## src/rtl/ale_pkg.sv

```systemverilog
`default_nettype none

package ale_pkg;

	localparam int CAPACITY = 16;
	localparam int IDX_W    = $clog2(CAPACITY);
	localparam int CNT_W    = $clog2(CAPACITY + 1);
	localparam int DATA_W   = 32;
	localparam int CMD_W    = 3;
	localparam int ST_W     = 3;

	// command codes
	localparam logic [CMD_W-1:0] CMD_INS_POS  = 3'd0;
	localparam logic [CMD_W-1:0] CMD_INS_SORT = 3'd1;
	localparam logic [CMD_W-1:0] CMD_DEL      = 3'd2;
	localparam logic [CMD_W-1:0] CMD_LOC      = 3'd3;
	localparam logic [CMD_W-1:0] CMD_DUMP     = 3'd4;

	// status codes
	localparam logic [ST_W-1:0] ST_OK       = 3'd0;
	localparam logic [ST_W-1:0] ST_FULL     = 3'd1;
	localparam logic [ST_W-1:0] ST_EMPTY    = 3'd2;
	localparam logic [ST_W-1:0] ST_BADPOS   = 3'd3;
	localparam logic [ST_W-1:0] ST_NOTFOUND = 3'd4;

	// next read address select
	localparam logic [2:0] RS_HOLD = 3'd0;
	localparam logic [2:0] RS_INC  = 3'd1;
	localparam logic [2:0] RS_DEC  = 3'd2;
	localparam logic [2:0] RS_LAST = 3'd3;
	localparam logic [2:0] RS_POS  = 3'd4;
	localparam logic [2:0] RS_ZERO = 3'd5;

	// write select
	localparam logic [1:0] WS_UP    = 2'd0;
	localparam logic [1:0] WS_DN    = 2'd1;
	localparam logic [1:0] WS_PLACE = 2'd2;

	// result index select
	localparam logic [1:0] IS_ZERO = 2'd0;
	localparam logic [1:0] IS_INS  = 2'd1;
	localparam logic [1:0] IS_POS  = 2'd2;
	localparam logic [1:0] IS_CUR  = 2'd3;

	typedef struct packed {
		logic            ld_in;
		logic [2:0]      rsel;
		logic            we;
		logic [1:0]      wsel;
		logic            ins_ld;
		logic            ins_inc;
		logic            cnt_inc;
		logic            cnt_dec;
		logic            res_ld;
		logic [ST_W-1:0] res_status;
		logic            res_vrd;
		logic [1:0]      res_isel;
		logic            out_ld;
		logic            out_dump;
	} ale_ctl_t;

	typedef struct packed {
		logic [ST_W-1:0] err;
		logic            cnt_zero;
		logic            cont;
		logic            cur_zero;
		logic            at_end;
		logic            first;
		logic            match;
		logic            out_free;
	} ale_sts_t;

endpackage

`default_nettype wire

```

## src/rtl/ale_ram.sv

```systemverilog
`default_nettype none

module ale_ram #(
	parameter int WIDTH = 32,
	parameter int DEPTH = 16
) (
	input  wire logic                     clk,
	input  wire logic                     we,
	input  wire logic [$clog2(DEPTH)-1:0] waddr,
	input  wire logic [WIDTH-1:0]         wdata,
	input  wire logic [$clog2(DEPTH)-1:0] raddr,
	output logic      [WIDTH-1:0]         rdata
);

	logic [WIDTH-1:0] mem_q [DEPTH];
	logic [WIDTH-1:0] rdata_q;

	always_ff @(posedge clk) begin
		if (we)
			mem_q[waddr] <= wdata;
		rdata_q <= mem_q[raddr];
	end

	assign rdata = rdata_q;

endmodule

`default_nettype wire

```

## src/rtl/ale_dp.sv

```systemverilog
`default_nettype none

module ale_dp (
	input  wire logic                                clk,
	input  wire logic                                arst_n,
	input  wire logic [ale_pkg::CMD_W-1:0]           command,
	input  wire logic signed [ale_pkg::DATA_W-1:0]   value,
	input  wire logic [ale_pkg::CNT_W-1:0]           position,
	input  wire ale_pkg::ale_ctl_t                   ctl,
	output ale_pkg::ale_sts_t                        sts,
	input  wire logic                                out_ready,
	output logic                                     out_valid,
	output logic [ale_pkg::ST_W-1:0]                 status,
	output logic signed [ale_pkg::DATA_W-1:0]        value_out,
	output logic [ale_pkg::IDX_W-1:0]                index_out,
	output logic [ale_pkg::CNT_W-1:0]                entry_count,
	output logic                                     last
);

	logic [ale_pkg::CMD_W-1:0]  cmd_q;
	logic [ale_pkg::DATA_W-1:0] val_q;
	logic [ale_pkg::CNT_W-1:0]  pos_q;
	logic [ale_pkg::CNT_W-1:0]  cnt_q;
	logic [ale_pkg::IDX_W-1:0]  cur_q;
	logic [ale_pkg::IDX_W-1:0]  ins_q;

	logic [ale_pkg::ST_W-1:0]   res_status_q;
	logic [ale_pkg::DATA_W-1:0] res_value_q;
	logic [ale_pkg::IDX_W-1:0]  res_index_q;

	logic                       out_valid_q;
	logic [ale_pkg::ST_W-1:0]   out_status_q;
	logic [ale_pkg::DATA_W-1:0] out_value_q;
	logic [ale_pkg::IDX_W-1:0]  out_index_q;
	logic [ale_pkg::CNT_W-1:0]  out_count_q;
	logic                       out_last_q;

	logic [ale_pkg::IDX_W-1:0]  raddr;
	logic [ale_pkg::IDX_W-1:0]  waddr;
	logic [ale_pkg::DATA_W-1:0] wdata;
	logic [ale_pkg::DATA_W-1:0] rdata;
	logic [ale_pkg::CNT_W-1:0]  last_idx;
	logic [ale_pkg::CNT_W-1:0]  cur_ext;
	logic [ale_pkg::CNT_W-1:0]  cur_next;
	logic [ale_pkg::ST_W-1:0]   err;
	logic [ale_pkg::IDX_W-1:0]  res_index_d;
	logic                       out_free;

	assign last_idx = cnt_q - ale_pkg::CNT_W'(1);
	assign cur_ext  = ale_pkg::CNT_W'(cur_q);
	assign cur_next = cur_ext + ale_pkg::CNT_W'(1);
	assign out_free = !out_valid_q || out_ready;

	// fault check on the incoming beat
	always_comb begin
		err = ale_pkg::ST_OK;
		case (command)
			ale_pkg::CMD_INS_POS: begin
				if (cnt_q >= ale_pkg::CNT_W'(ale_pkg::CAPACITY))
					err = ale_pkg::ST_FULL;
				else if (position > cnt_q)
					err = ale_pkg::ST_BADPOS;
			end
			ale_pkg::CMD_INS_SORT: begin
				if (cnt_q >= ale_pkg::CNT_W'(ale_pkg::CAPACITY))
					err = ale_pkg::ST_FULL;
			end
			ale_pkg::CMD_DEL: begin
				if (cnt_q == '0)
					err = ale_pkg::ST_EMPTY;
				else if (position >= cnt_q)
					err = ale_pkg::ST_BADPOS;
			end
			ale_pkg::CMD_LOC, ale_pkg::CMD_DUMP: begin
				if (cnt_q == '0)
					err = ale_pkg::ST_EMPTY;
			end
			default: err = ale_pkg::ST_OK;
		endcase
	end

	// cur_q always names the entry that rdata holds
	always_comb begin
		case (ctl.rsel)
			ale_pkg::RS_INC:  raddr = cur_q + ale_pkg::IDX_W'(1);
			ale_pkg::RS_DEC:  raddr = cur_q - ale_pkg::IDX_W'(1);
			ale_pkg::RS_LAST: raddr = last_idx[ale_pkg::IDX_W-1:0];
			ale_pkg::RS_POS:  raddr = position[ale_pkg::IDX_W-1:0];
			ale_pkg::RS_ZERO: raddr = '0;
			default:          raddr = cur_q;
		endcase
	end

	always_comb begin
		case (ctl.wsel)
			ale_pkg::WS_UP:    waddr = cur_q + ale_pkg::IDX_W'(1);
			ale_pkg::WS_DN:    waddr = cur_q - ale_pkg::IDX_W'(1);
			ale_pkg::WS_PLACE: waddr = ins_q;
			default:           waddr = cur_q;
		endcase
		wdata = (ctl.wsel == ale_pkg::WS_PLACE) ? val_q : rdata;
	end

	always_comb begin
		case (ctl.res_isel)
			ale_pkg::IS_INS: res_index_d = ins_q;
			ale_pkg::IS_POS: res_index_d = pos_q[ale_pkg::IDX_W-1:0];
			ale_pkg::IS_CUR: res_index_d = cur_q;
			default:         res_index_d = '0;
		endcase
	end

	ale_ram #(
		.WIDTH(ale_pkg::DATA_W),
		.DEPTH(ale_pkg::CAPACITY)
	) u_ram (
		.clk  (clk),
		.we   (ctl.we),
		.waddr(waddr),
		.wdata(wdata),
		.raddr(raddr),
		.rdata(rdata)
	);

	always_ff @(posedge clk) begin
		cur_q <= raddr;
		if (ctl.ld_in) begin
			cmd_q <= command;
			val_q <= value;
			pos_q <= position;
		end
		if (ctl.ins_ld)
			ins_q <= ctl.ins_inc ? cur_q + ale_pkg::IDX_W'(1) : '0;
		if (ctl.res_ld) begin
			res_status_q <= ctl.res_status;
			res_value_q  <= ctl.res_vrd ? rdata : '0;
			res_index_q  <= res_index_d;
		end
		if (ctl.out_ld) begin
			if (ctl.out_dump) begin
				out_status_q <= ale_pkg::ST_OK;
				out_value_q  <= rdata;
				out_index_q  <= cur_q;
				out_last_q   <= sts.at_end;
			end else begin
				out_status_q <= res_status_q;
				out_value_q  <= res_value_q;
				out_index_q  <= res_index_q;
				out_last_q   <= 1'b1;
			end
			out_count_q <= cnt_q;
		end
	end

	always_ff @(posedge clk or negedge arst_n) begin
		if (!arst_n) begin
			cnt_q       <= '0;
			out_valid_q <= 1'b0;
		end else begin
			if (ctl.cnt_inc)
				cnt_q <= cnt_q + ale_pkg::CNT_W'(1);
			else if (ctl.cnt_dec)
				cnt_q <= cnt_q - ale_pkg::CNT_W'(1);
			if (ctl.out_ld)
				out_valid_q <= 1'b1;
			else if (out_ready)
				out_valid_q <= 1'b0;
		end
	end

	always_comb begin
		sts.err      = err;
		sts.cnt_zero = (cnt_q == '0);
		sts.cont     = (cmd_q == ale_pkg::CMD_INS_SORT) ?
			($signed(rdata) > $signed(val_q)) : (cur_ext >= pos_q);
		sts.cur_zero = (cur_q == '0);
		sts.at_end   = (cur_next == cnt_q);
		sts.first    = (cur_ext == pos_q);
		sts.match    = (rdata == val_q);
		sts.out_free = out_free;
	end

	assign out_valid   = out_valid_q;
	assign status      = out_status_q;
	assign value_out   = out_value_q;
	assign index_out   = out_index_q;
	assign entry_count = out_count_q;
	assign last        = out_last_q;

`ifndef SYNTHESIS
	a_cnt_bound: assert property (@(posedge clk) disable iff (!arst_n)
		cnt_q <= ale_pkg::CNT_W'(ale_pkg::CAPACITY))
		else $error("entry count above capacity");

	a_out_free: assert property (@(posedge clk) disable iff (!arst_n)
		ctl.out_ld |-> out_free)
		else $error("result loaded over an untaken beat");

	a_cnt_step: assert property (@(posedge clk) disable iff (!arst_n)
		!$stable(cnt_q) |-> (cnt_q == $past(cnt_q) + ale_pkg::CNT_W'(1)) ||
			(cnt_q == $past(cnt_q) - ale_pkg::CNT_W'(1)))
		else $error("entry count moved by more than one");
`endif

endmodule

`default_nettype wire

```

## src/rtl/ale_ctrl.sv

```systemverilog
`default_nettype none

module ale_ctrl (
	input  wire logic                      clk,
	input  wire logic                      arst_n,
	input  wire logic                      in_valid,
	input  wire logic [ale_pkg::CMD_W-1:0] command,
	output logic                           in_ready,
	input  wire ale_pkg::ale_sts_t         sts,
	output ale_pkg::ale_ctl_t              ctl
);

	localparam logic [2:0] S_IDLE  = 3'd0;
	localparam logic [2:0] S_UP    = 3'd1;
	localparam logic [2:0] S_PLACE = 3'd2;
	localparam logic [2:0] S_DN    = 3'd3;
	localparam logic [2:0] S_LOC   = 3'd4;
	localparam logic [2:0] S_DUMP  = 3'd5;
	localparam logic [2:0] S_FIN   = 3'd6;

	logic [2:0] state_q;
	logic [2:0] state_d;
	logic       fault;

	assign fault = (sts.err != ale_pkg::ST_OK);

	always_comb begin
		ctl            = '0;
		ctl.rsel       = ale_pkg::RS_HOLD;
		ctl.res_status = ale_pkg::ST_OK;
		ctl.res_isel   = ale_pkg::IS_ZERO;
		state_d        = state_q;
		in_ready       = 1'b0;
		unique case (state_q)
			S_IDLE: begin
				in_ready = 1'b1;
				if (in_valid) begin
					ctl.ld_in      = 1'b1;
					ctl.res_status = sts.err;
					unique case (command) inside
						ale_pkg::CMD_INS_POS, ale_pkg::CMD_INS_SORT: begin
							if (fault) begin
								ctl.res_ld = 1'b1;
								state_d    = S_FIN;
							end else if (sts.cnt_zero) begin
								ctl.ins_ld = 1'b1;
								state_d    = S_PLACE;
							end else begin
								ctl.rsel = ale_pkg::RS_LAST;
								state_d  = S_UP;
							end
						end
						ale_pkg::CMD_DEL: begin
							if (fault) begin
								ctl.res_ld = 1'b1;
								state_d    = S_FIN;
							end else begin
								ctl.rsel = ale_pkg::RS_POS;
								state_d  = S_DN;
							end
						end
						ale_pkg::CMD_LOC: begin
							if (fault) begin
								ctl.res_ld = 1'b1;
								state_d    = S_FIN;
							end else begin
								ctl.rsel = ale_pkg::RS_ZERO;
								state_d  = S_LOC;
							end
						end
						ale_pkg::CMD_DUMP: begin
							if (fault) begin
								ctl.res_ld = 1'b1;
								state_d    = S_FIN;
							end else begin
								ctl.rsel = ale_pkg::RS_ZERO;
								state_d  = S_DUMP;
							end
						end
						default: state_d = S_IDLE;
					endcase
				end
			end
			// walk down from the top, moving entries up until the slot is found
			S_UP: begin
				if (sts.cont) begin
					ctl.we   = 1'b1;
					ctl.wsel = ale_pkg::WS_UP;
					if (sts.cur_zero) begin
						ctl.ins_ld = 1'b1;
						state_d    = S_PLACE;
					end else begin
						ctl.rsel = ale_pkg::RS_DEC;
					end
				end else begin
					ctl.ins_ld  = 1'b1;
					ctl.ins_inc = 1'b1;
					state_d     = S_PLACE;
				end
			end
			S_PLACE: begin
				ctl.we       = 1'b1;
				ctl.wsel     = ale_pkg::WS_PLACE;
				ctl.cnt_inc  = 1'b1;
				ctl.res_ld   = 1'b1;
				ctl.res_isel = ale_pkg::IS_INS;
				state_d      = S_FIN;
			end
			// first beat captures the removed entry, later ones move entries down
			S_DN: begin
				if (sts.first) begin
					ctl.res_ld   = 1'b1;
					ctl.res_vrd  = 1'b1;
					ctl.res_isel = ale_pkg::IS_POS;
				end else begin
					ctl.we   = 1'b1;
					ctl.wsel = ale_pkg::WS_DN;
				end
				if (sts.at_end) begin
					ctl.cnt_dec = 1'b1;
					state_d     = S_FIN;
				end else begin
					ctl.rsel = ale_pkg::RS_INC;
				end
			end
			S_LOC: begin
				if (sts.match) begin
					ctl.res_ld   = 1'b1;
					ctl.res_isel = ale_pkg::IS_CUR;
					state_d      = S_FIN;
				end else if (sts.at_end) begin
					ctl.res_ld     = 1'b1;
					ctl.res_status = ale_pkg::ST_NOTFOUND;
					state_d        = S_FIN;
				end else begin
					ctl.rsel = ale_pkg::RS_INC;
				end
			end
			S_DUMP: begin
				if (sts.out_free) begin
					ctl.out_ld   = 1'b1;
					ctl.out_dump = 1'b1;
					if (sts.at_end)
						state_d = S_IDLE;
					else
						ctl.rsel = ale_pkg::RS_INC;
				end
			end
			S_FIN: begin
				if (sts.out_free) begin
					ctl.out_ld = 1'b1;
					state_d    = S_IDLE;
				end
			end
			default: state_d = S_IDLE;
		endcase
	end

	always_ff @(posedge clk or negedge arst_n) begin
		if (!arst_n)
			state_q <= S_IDLE;
		else
			state_q <= state_d;
	end

`ifndef SYNTHESIS
	a_unused_cmd: assert property (@(posedge clk) disable iff (!arst_n)
		(in_valid && in_ready && command > ale_pkg::CMD_DUMP) |=> state_q == S_IDLE)
		else $error("unused command left the idle state");

	a_fault_fin: assert property (@(posedge clk) disable iff (!arst_n)
		(in_valid && in_ready && command <= ale_pkg::CMD_DUMP && fault) |=>
			state_q == S_FIN)
		else $error("faulted command did not go straight to its result");
`endif

endmodule

`default_nettype wire

```

## src/rtl/array_list_engine_unit.sv

```systemverilog
// array list engine: a bounded list of up to 16 signed 32-bit entries
// input channel (in_valid/in_ready) takes one command beat: command, value, position
// output channel (out_valid/out_ready) returns result beats; last marks the final one
// every command gives one result beat, except dump on a non-empty list, which gives one per entry,
// and unused command codes, which give none
// in_ready is high only while the controller is idle, so commands run one at a time
// dump sends one entry per cycle from the single read port of the entry ram unless the
// output stalls; faults (full, empty, bad position) go straight to their result beat
// the entry ram has one write and one registered read port; walks move one entry a cycle
// the result sits in an output register, so a stalled receiver only delays the final beat
// (each beat of a dump) and the next command can be taken once that beat is loaded
// reset empties the list at once; entry contents are not cleared
`default_nettype none

module array_list_engine_unit (
	input  wire logic                                clk,
	input  wire logic                                arst_n,
	input  wire logic                                in_valid,
	output logic                                     in_ready,
	input  wire logic [ale_pkg::CMD_W-1:0]           command,
	input  wire logic signed [ale_pkg::DATA_W-1:0]   value,
	input  wire logic [ale_pkg::CNT_W-1:0]           position,
	output logic                                     out_valid,
	input  wire logic                                out_ready,
	output logic [ale_pkg::ST_W-1:0]                 status,
	output logic signed [ale_pkg::DATA_W-1:0]        value_out,
	output logic [ale_pkg::IDX_W-1:0]                index_out,
	output logic [ale_pkg::CNT_W-1:0]                entry_count,
	output logic                                     last
);

	ale_pkg::ale_ctl_t ctl;
	ale_pkg::ale_sts_t sts;

	ale_ctrl u_ctrl (
		.clk     (clk),
		.arst_n  (arst_n),
		.in_valid(in_valid),
		.command (command),
		.in_ready(in_ready),
		.sts     (sts),
		.ctl     (ctl)
	);

	ale_dp u_dp (
		.clk        (clk),
		.arst_n     (arst_n),
		.command    (command),
		.value      (value),
		.position   (position),
		.ctl        (ctl),
		.sts        (sts),
		.out_ready  (out_ready),
		.out_valid  (out_valid),
		.status     (status),
		.value_out  (value_out),
		.index_out  (index_out),
		.entry_count(entry_count),
		.last       (last)
	);

endmodule

`default_nettype wire

```

## config.mk

```make
export PLATFORM = sky130hd
export DESIGN_NAME = array_list_engine_unit
export DESIGN_NICKNAME = d
export VERILOG_FILES = /design/src/rtl/ale_pkg.sv /design/src/rtl/ale_ram.sv /design/src/rtl/ale_dp.sv /design/src/rtl/ale_ctrl.sv /design/src/rtl/array_list_engine_unit.sv
export SDC_FILE = /design/constraint.sdc
export NUM_CORES = 1
export LEC_CHECK = 0
export BUFFER_PORTS_ARGS = -buffer_cell sky130_fd_sc_hd__buf_2
export CAP_MARGIN = 20
export CORE_MARGIN = 2
export CORE_UTILIZATION = 35
export DETAILED_ROUTE_END_ITERATION = 10
export PLACE_DENSITY = 0.63
export SLEW_MARGIN = 20
export SYNTH_ARGS = -nofsm -noshare
export SYNTH_HDL_FRONTEND = slang
export SYNTH_HIERARCHICAL = 1
export SYNTH_SLANG_ARGS = --single-unit
```

## constraint.sdc

```tcl
create_clock -name clk -period 5.6 [get_ports clk]
set_input_delay 1.12 -clock clk [delete_from_list [all_inputs] [get_ports clk]]
set_output_delay 1.12 -clock clk [all_outputs]
set_load 0.05 [all_outputs]
```

==> flow_summary.yaml, run 1 <==
sta:
  setup_tns_ns: 0
  final_hold_viol_count: 0
  period_minus_slack_ns: 5.04
  clock_skew_ns: 0.0199
  tightestPinTransition_ns: 0.838
  maxSlewHeadroom: 0.441
  drv_slew: 0
  setup_viol: 0
  fmax_mhz: 198
  rsz0062_at_grt: "false"
  fin_crit_sh: 0.900
route:
  dr.pass1.iters: 7
  viasPerCell: 5.27
  drt_wl_total_um: 65600
  routedWlPerCell_um: 24.0
  drtIter0Drc: 1573
  drc_errors: 0
  ant_nets: 0
  vias: 14393
critical_path:
  cp_top_family: "simple AND/OR/NAND/NOR gates"
  end_kind: "register"
  critical_path.cell_chain: "inv_1, ha_1, nand4_2, nor4_4, a21oi_1, a211oi_1, or3_1, nand2b_1, or3_1, o41ai_2, buf_12, o22ai_1, a2111oi_0, a21oi_1, a31oi_1, nor2_1, nor2b_2, buf_4, a22oi_1, nand2_1"
  slowest_delay_ns: 0.51
  cpMaxStageDelayCell: "a2111oi_0"
  start_kind: "register"
  crit_required_ns: 6.10
  critPathBufInv: 3
  crit_type: "register to register"
  crit_fanout: 15
  cp.arrival_ns: 5.54
cells_and_area:
  fin_nets: 1719
  layout-drive-gt1-share: 0.294
  syn2layout_area_growth_pct: 17.5
  design_area_um2: 32400
  n_antenna_cell: 0
  stdcell_count: 2729
  postLayoutCoreUtil: 0.417
grt:
  first_global_vias: 14619
  grt_use_met2: 0.268
  grt_max_degree: 45
  grt.met3_usage: 0.0264
  antenna_found_initial: 1
  grt_pass1_wl_um: 96700
  overflow: 0
  busiest_layer: "met2"
  use_met1: 0.217
  grtUsageTotal: 0.160
floorplanning:
  die_y_um: 285
  coreArea_um2: 77700
  row_count: 102
  die_w_um: 285
  num_io_pins: 91
  dieArea_um2: 81100
  start_util: 0.355
pwr:
  leakage_nw: 10.9
  cellPowerDensity_nw_per_um2: 680
  ir_worst_vdd_v: 0.000432
min_path:
  hp-class: "input pin to asynchronous set/reset pin"
cts:
  cts_tree: "yes"
  cts.sinks: 685
  clk_latency_ns: 0.62
  cts.clk_slew.worst_paths_ns: 0.06
  hold_buffers: 0
  cts_buffer_depth: 3
  post_cts_buffers: 0
  cts_resized: 0
  cts_made_buffers: 72
  cts_root_buffer: "clkbuf_16"
  h-tree-depth: 3
synth:
  synth-async-reset-ratio: 0.0131
  synth_cell_types: 69
  syn_area_um2: 27600
  syn_inst: 1487
  yosys_warnings: 6
  synth_top_flop_cell: "edfxtp_1"
  syn_area_per_cell_um2: 18.6
  ys_seq_area_frac: 0.731
  yosys_register_bits: 685
  synth_fp_nets: 1577
  synth_edf_count: 640
job:
  max_cap_violations: 0
placed_design:
  gp_congestion: 0.803
  hpwl_um: 36100
  place_area_um2: 30000
  io_buffers: 90
  dp_cells: 2595
run_status:
  status: "completed"
==> per-layer routing <==
metal | vias up | share of wire
met5 | - | 0.00020
met2 | 505 | 0.49
met3 | 86 | 0.067
met4 | 2 | 0.019
met1 | 7554 | 0.42
li1 | 6246 | -
==> layout by cell type, fill, tap and decap left out, types with 8 or more instances in the layout <==
cell type    n
edfxtp_1   640
xnor2_1     10
nor2b_1     10
nand2b_1    11
o21ai_0     20
clkinv_1     8
and2_1      38
clkinv_2    19
clkbuf_16   72
clkbuf_1    12
mux2_2      68
dfxtp_1     36
inv_1       53
dfrtp_1      9
a22oi_1     66
buf_2       90
a21oi_1     36
nand2_1     64
ha_1        46
nor3_1      14
nor2_4      13
buf_4       23
nor2_1      30
buf_12      31
bufinv_16    9
mux4_2     128
nand3_1     13
==> state kept, by name, indices dropped and copies added, names as in the netlist, 4 cells and up <==
name              count
u_dp/index_out        4
u_dp/res_index_q      4
u_dp/u_ram/mem_q    512
u_dp/val_q           32
u_dp/cnt_q            5
u_dp/u_ram/rdata     32
u_dp/pos_q            5
u_dp/entry_count      5
u_dp/value_out       32
u_dp/cur_q            4
u_dp/res_value_q     32
u_dp/ins_q            4
==> final cells by class <==
class                      count  area (µm²)
clock buffer                  87        1890
clock inverter                47         569
fill                        6779       45300
inverter                      53         199
multi-input combinational    673        7060
sequential                   685       20200
tap                         1040        1300
timing repair buffer         144        1240
==> synth_stat cells (all sizes together), types with 5 or more instances <==
library cell	number	area share
edfxtp	640	0.70
mux4	128	0.10
mux2	72	0.029
a22oi	66	0.018
nand2	65	0.0089
inv	53	0.0072
buf	46	0.0089
ha	46	0.021
nor2	44	0.0060
and2	39	0.0089
a21oi	38	0.0069
dfxtp	36	0.026
clkbuf	30	0.0041
o21ai	23	0.0042
nor3	19	0.0036
nand3	15	0.0029
nor2b	13	0.0029
nand2b	11	0.0025
xnor2	10	0.0032
dfrtp	9	0.0082
nand4	8	0.0030
a211oi	5	0.0014
mux2i	5	0.0018
==> through the flow <==
stage | hold WS [ns] | power [W] | setup WS, ns
global placement | 0.518 | 0.0172 | 0.152
CTS | 0.327 | 0.0223 | 0.524
finish | 0.361 | 0.0220 | 0.559
floorplan | 0.423 | 0.0143 | 0.167
global route | 0.356 | 0.0232 | 0.0661
detailed placement | 0.534 | 0.0174 | -0.00395
==> power by group <==
group          total [W]  leakage [nW]  internal (W)  switching (W)
combinational    0.00925          3.45       0.00390        0.00535
sequential       0.00792          6.24       0.00746       0.000455
clock            0.00488          1.21       0.00286        0.00201
total             0.0220          10.9        0.0142        0.00781
==> cells by family (layout without fill, tap and decap cells) <==
kind of cell | Yosys count | in the layout | share of synthesized area
other | 1 | 1 | 0.000136
DFF | 685 | 685 | 0.731
muxes | 205 | 205 | 0.136
buffers and inverters | 129 | 331 | 0.0202
and+or+nand+nor | 237 | 237 | 0.0456
AOI/OAI and AO/OA | 170 | 170 | 0.0425
xor gates and xnor gates | 14 | 14 | 0.00444
adders and majority gates | 46 | 46 | 0.0209
==> worst reg2reg max path, delay by kind of cell, from the launching register on <==
kind	cells	cell delay [ns]
flops	1	0.39
compound gates	8	1.77
simple gates	8	1.91
fa+ha+maj	1	0.35
buf+inv	3	0.50
==> worst paths after layout <==
kind / startpoint / to / slack [ns] / cells past startpoint
worst min register to register: u_dp/res_status_q[1] / u_dp/status[1] / 0.54 / 1
worst max register to register: u_dp/val_q[14] / u_dp/u_ram/rdata[27] / 0.56 / 20
worst max-delay path: u_dp/val_q[14] / u_dp/u_ram/rdata[27] / 0.56 / 20
max in group asynchronous: arst_n / u_dp/cnt_q[0] / 5.04 / 1
min in group clk: u_dp/res_status_q[1] / u_dp/status[1] / 0.54 / 1
worst min-delay path: arst_n / u_ctrl/state_q[2] / 0.36 / 1
Power figures use the tool's default switching activity.
==> inputs of run 2 (changes only) <==
--- a/config.mk
+++ b/config.mk
@@ -7,10 +7,11 @@
 export LEC_CHECK = 0
 export BUFFER_PORTS_ARGS = -buffer_cell sky130_fd_sc_hd__buf_2
 export CAP_MARGIN = 20
+export CORE_ASPECT_RATIO = 0.75
 export CORE_MARGIN = 2
 export CORE_UTILIZATION = 35
 export DETAILED_ROUTE_END_ITERATION = 10
-export PLACE_DENSITY = 0.63
+export PLACE_DENSITY_LB_ADDON = 0.15
 export SLEW_MARGIN = 20
 export SYNTH_ARGS = -nofsm -noshare
 export SYNTH_HDL_FRONTEND = slang
==> run 2 against run 1 <==
Global-route usage increased by 1.3 points. Sequential share of layout area shrank 0.41 points. Wire length is 6.1% higher. Design area rose by 0.66%. Combinational power rose by 5.0%. Via count down 0.97%. Sequential cell count did not move. Die area about the same. Clock power is 2% higher. Worst setup slack lost 0.25 ns. Final cell count is 1.4% higher. Non-clock buffer count rose by 34. Critical path type unchanged. Largest cell class unchanged. Largest power group unchanged.
==> flow_summary.yaml, run 2 (synthesis gave the netlist of run 1 again) <==
cts:
  cts_buffer_depth: 3
  post_cts_buffers: 0
  cts_tree: "yes"
  clk_latency_ns: 0.63
  hold_buffers: 0
  h-tree-depth: 3
  cts_made_buffers: 72
  cts_root_buffer: "clkbuf_16"
  cts_resized: 0
  cts.clk_slew.worst_paths_ns: 0.07
  cts.sinks: 685
route:
  drt-met1-wl_um: 33000
  dr_wl_met2_um: 32400
  vias: 14253
  met3_wirelength_um: 2920
  ant_nets: 0
  drc_errors: 0
  drtIter0Drc: 1178
  top_layer: "met4"
  drt_wl_total_um: 69600
  viasPerCell: 5.15
  routedWlPerCell_um: 25.2
  dr.pass1.iters: 5
floorplanning:
  num_io_pins: 91
  row_count: 89
  start_util: 0.352
  die_w_um: 328
  die_y_um: 247
  coreArea_um2: 78400
  dieArea_um2: 81100
sta:
  fin_crit_sh: 0.945
  setup_viol: 0
  fin_hold_ws_ns: 0.353
  clock_skew_ns: 0.0254
  tightestPinTransition_ns: 1.06
  setup_tns_ns: 0
  final_hold_viol_count: 0
  period_minus_slack_ns: 5.29
  drv_slew: 0
  fmax_mhz: 189
  maxSlewHeadroom: 0.291
  rsz0062_at_grt: "false"
pwr:
  pwr-share-clk: 0.220
  ir_worst_vdd_v: 0.000473
  power.switching_w: 0.00807
  p_int_w: 0.0145
  p_comb_frac: 0.430
  cellPowerDensity_nw_per_um2: 692
  switching_share: 0.358
  leakage_nw: 11.1
  power_frac_seq: 0.350
placed_design:
  hpwl_um: 40900
  io_buffers: 90
  gp_congestion: 0.782
grt:
  overflow: 0
  grtUsageTotal: 0.174
  first_global_vias: 14832
  grt_max_degree: 45
  grt_pass1_wl_um: 102000
  antenna_found_initial: 3
run_status:
  status: "completed"
critical_path:
  cpMostUsedCell: "buf_4"
  crit_fanout: 18
  cp.arrival_ns: 5.85
  crit_type: "register to register"
  slowest_delay_ns: 0.90
  cpMaxStageDelayCell: "a221oi_1"
  crit_required_ns: 6.16
  critical_path.cell_chain: "ha_1, nand4_1, nor2_1, a221oi_1, a211oi_1, or3_1, nand2b_1, or3_1, o41ai_2, buf_4, buf_4, o22a_1, o31ai_1, a221oi_1, buf_4, nor2_4, buf_4, a22oi_1, nand2_1"
  start_kind: "register"
  end_kind: "register"
cells_and_area:
  largest_register: "u_dp/u_ram/mem_q"
  syn2layout_area_growth_pct: 18.2
  final_common_cell: "edfxtp_1"
  layout_common_cells: "edfxtp_1 (640), mux4_2 (128), buf_2 (90)"
  fill_cells: 6997
  fin_nets: 1753
  largest_reg_flops: 512
  layout-drive-gt1-share: 0.306
  n_antenna_cell: 0
job:
  max_cap_violations: 0
min_path:
  hp-class: "input pin to asynchronous set/reset pin"
-- run 2: layout make-up --
type,count,area [µm²],area share
flip-flops and latches,685,20200,0.618
multi-input cells,673,7070,0.217
clock inverters,41,504,0.0155
inverters,53,199,0.00610
well taps,1046,1310,0.0401
repair buffers,178,1440,0.0440
clock buffers,92,1950,0.0597
-- run 2: critical path, delay by kind of cell, from the launching register on --
family,cells,cell delay (ns)
AO/OA/AOI/OAI,7,1.63
adder cells (fa/ha/maj),1,0.31
buffers and inverters,4,0.81
flip-flops,1,0.49
AND/OR/NAND/NOR,7,1.92
-- run 2: worst paths after layout --
check                                     startpoint                   end  slack (ns)  cells after the start
min in group clk                u_dp/res_status_q[1]        u_dp/status[1]        0.55                      1
worst min register to register  u_dp/res_status_q[1]        u_dp/status[1]        0.55                      1
worst max register to register  u_dp/u_ram/rdata[10]  u_dp/u_ram/rdata[27]        0.31                     19
worst min-delay path                          arst_n         u_dp/cnt_q[3]        0.35                      1
max in group asynchronous                     arst_n         u_dp/cnt_q[2]        5.04                      1
worst max-delay path            u_dp/u_ram/rdata[10]  u_dp/u_ram/rdata[27]        0.31                     19
-- run 2: layer usage --
metal	vias to the layer above	track usage
met5	-	0
met2	300	0.272
met1	7544	0.253
met4	0	0.0426
met3	87	0.0276
li1	6322	-
-- run 2: power by group through the flow --
stage | registers [W] | clock network [W] | logic, W
6_report | 0.00789 | 0.00497 | 0.00971
4_1_cts | 0.00791 | 0.00510 | 0.00992
2_1_floorplan | 0.00820 | 0 | 0.00612
5_1_grt | 0.00799 | 0.00528 | 0.0106
3_5_place_dp | 0.00801 | 0 | 0.00988
3_3_place_gp | 0.00799 | 0 | 0.00981
-- run 2: through the flow --
stage,cell area [µm²],utilization,setup slack [ns],power (W),cells
3_3_place_gp,30200,0.385,-0.0545,0.0178,2635
5_1_grt,32600,0.416,0.0546,0.0238,2768
4_1_cts,32600,0.416,0.185,0.0229,2768
2_1_floorplan,27600,-,0.167,0.0143,1487
6_report,32600,0.416,0.306,0.0226,2768
3_5_place_dp,30200,0.385,-0.102,0.0179,2635
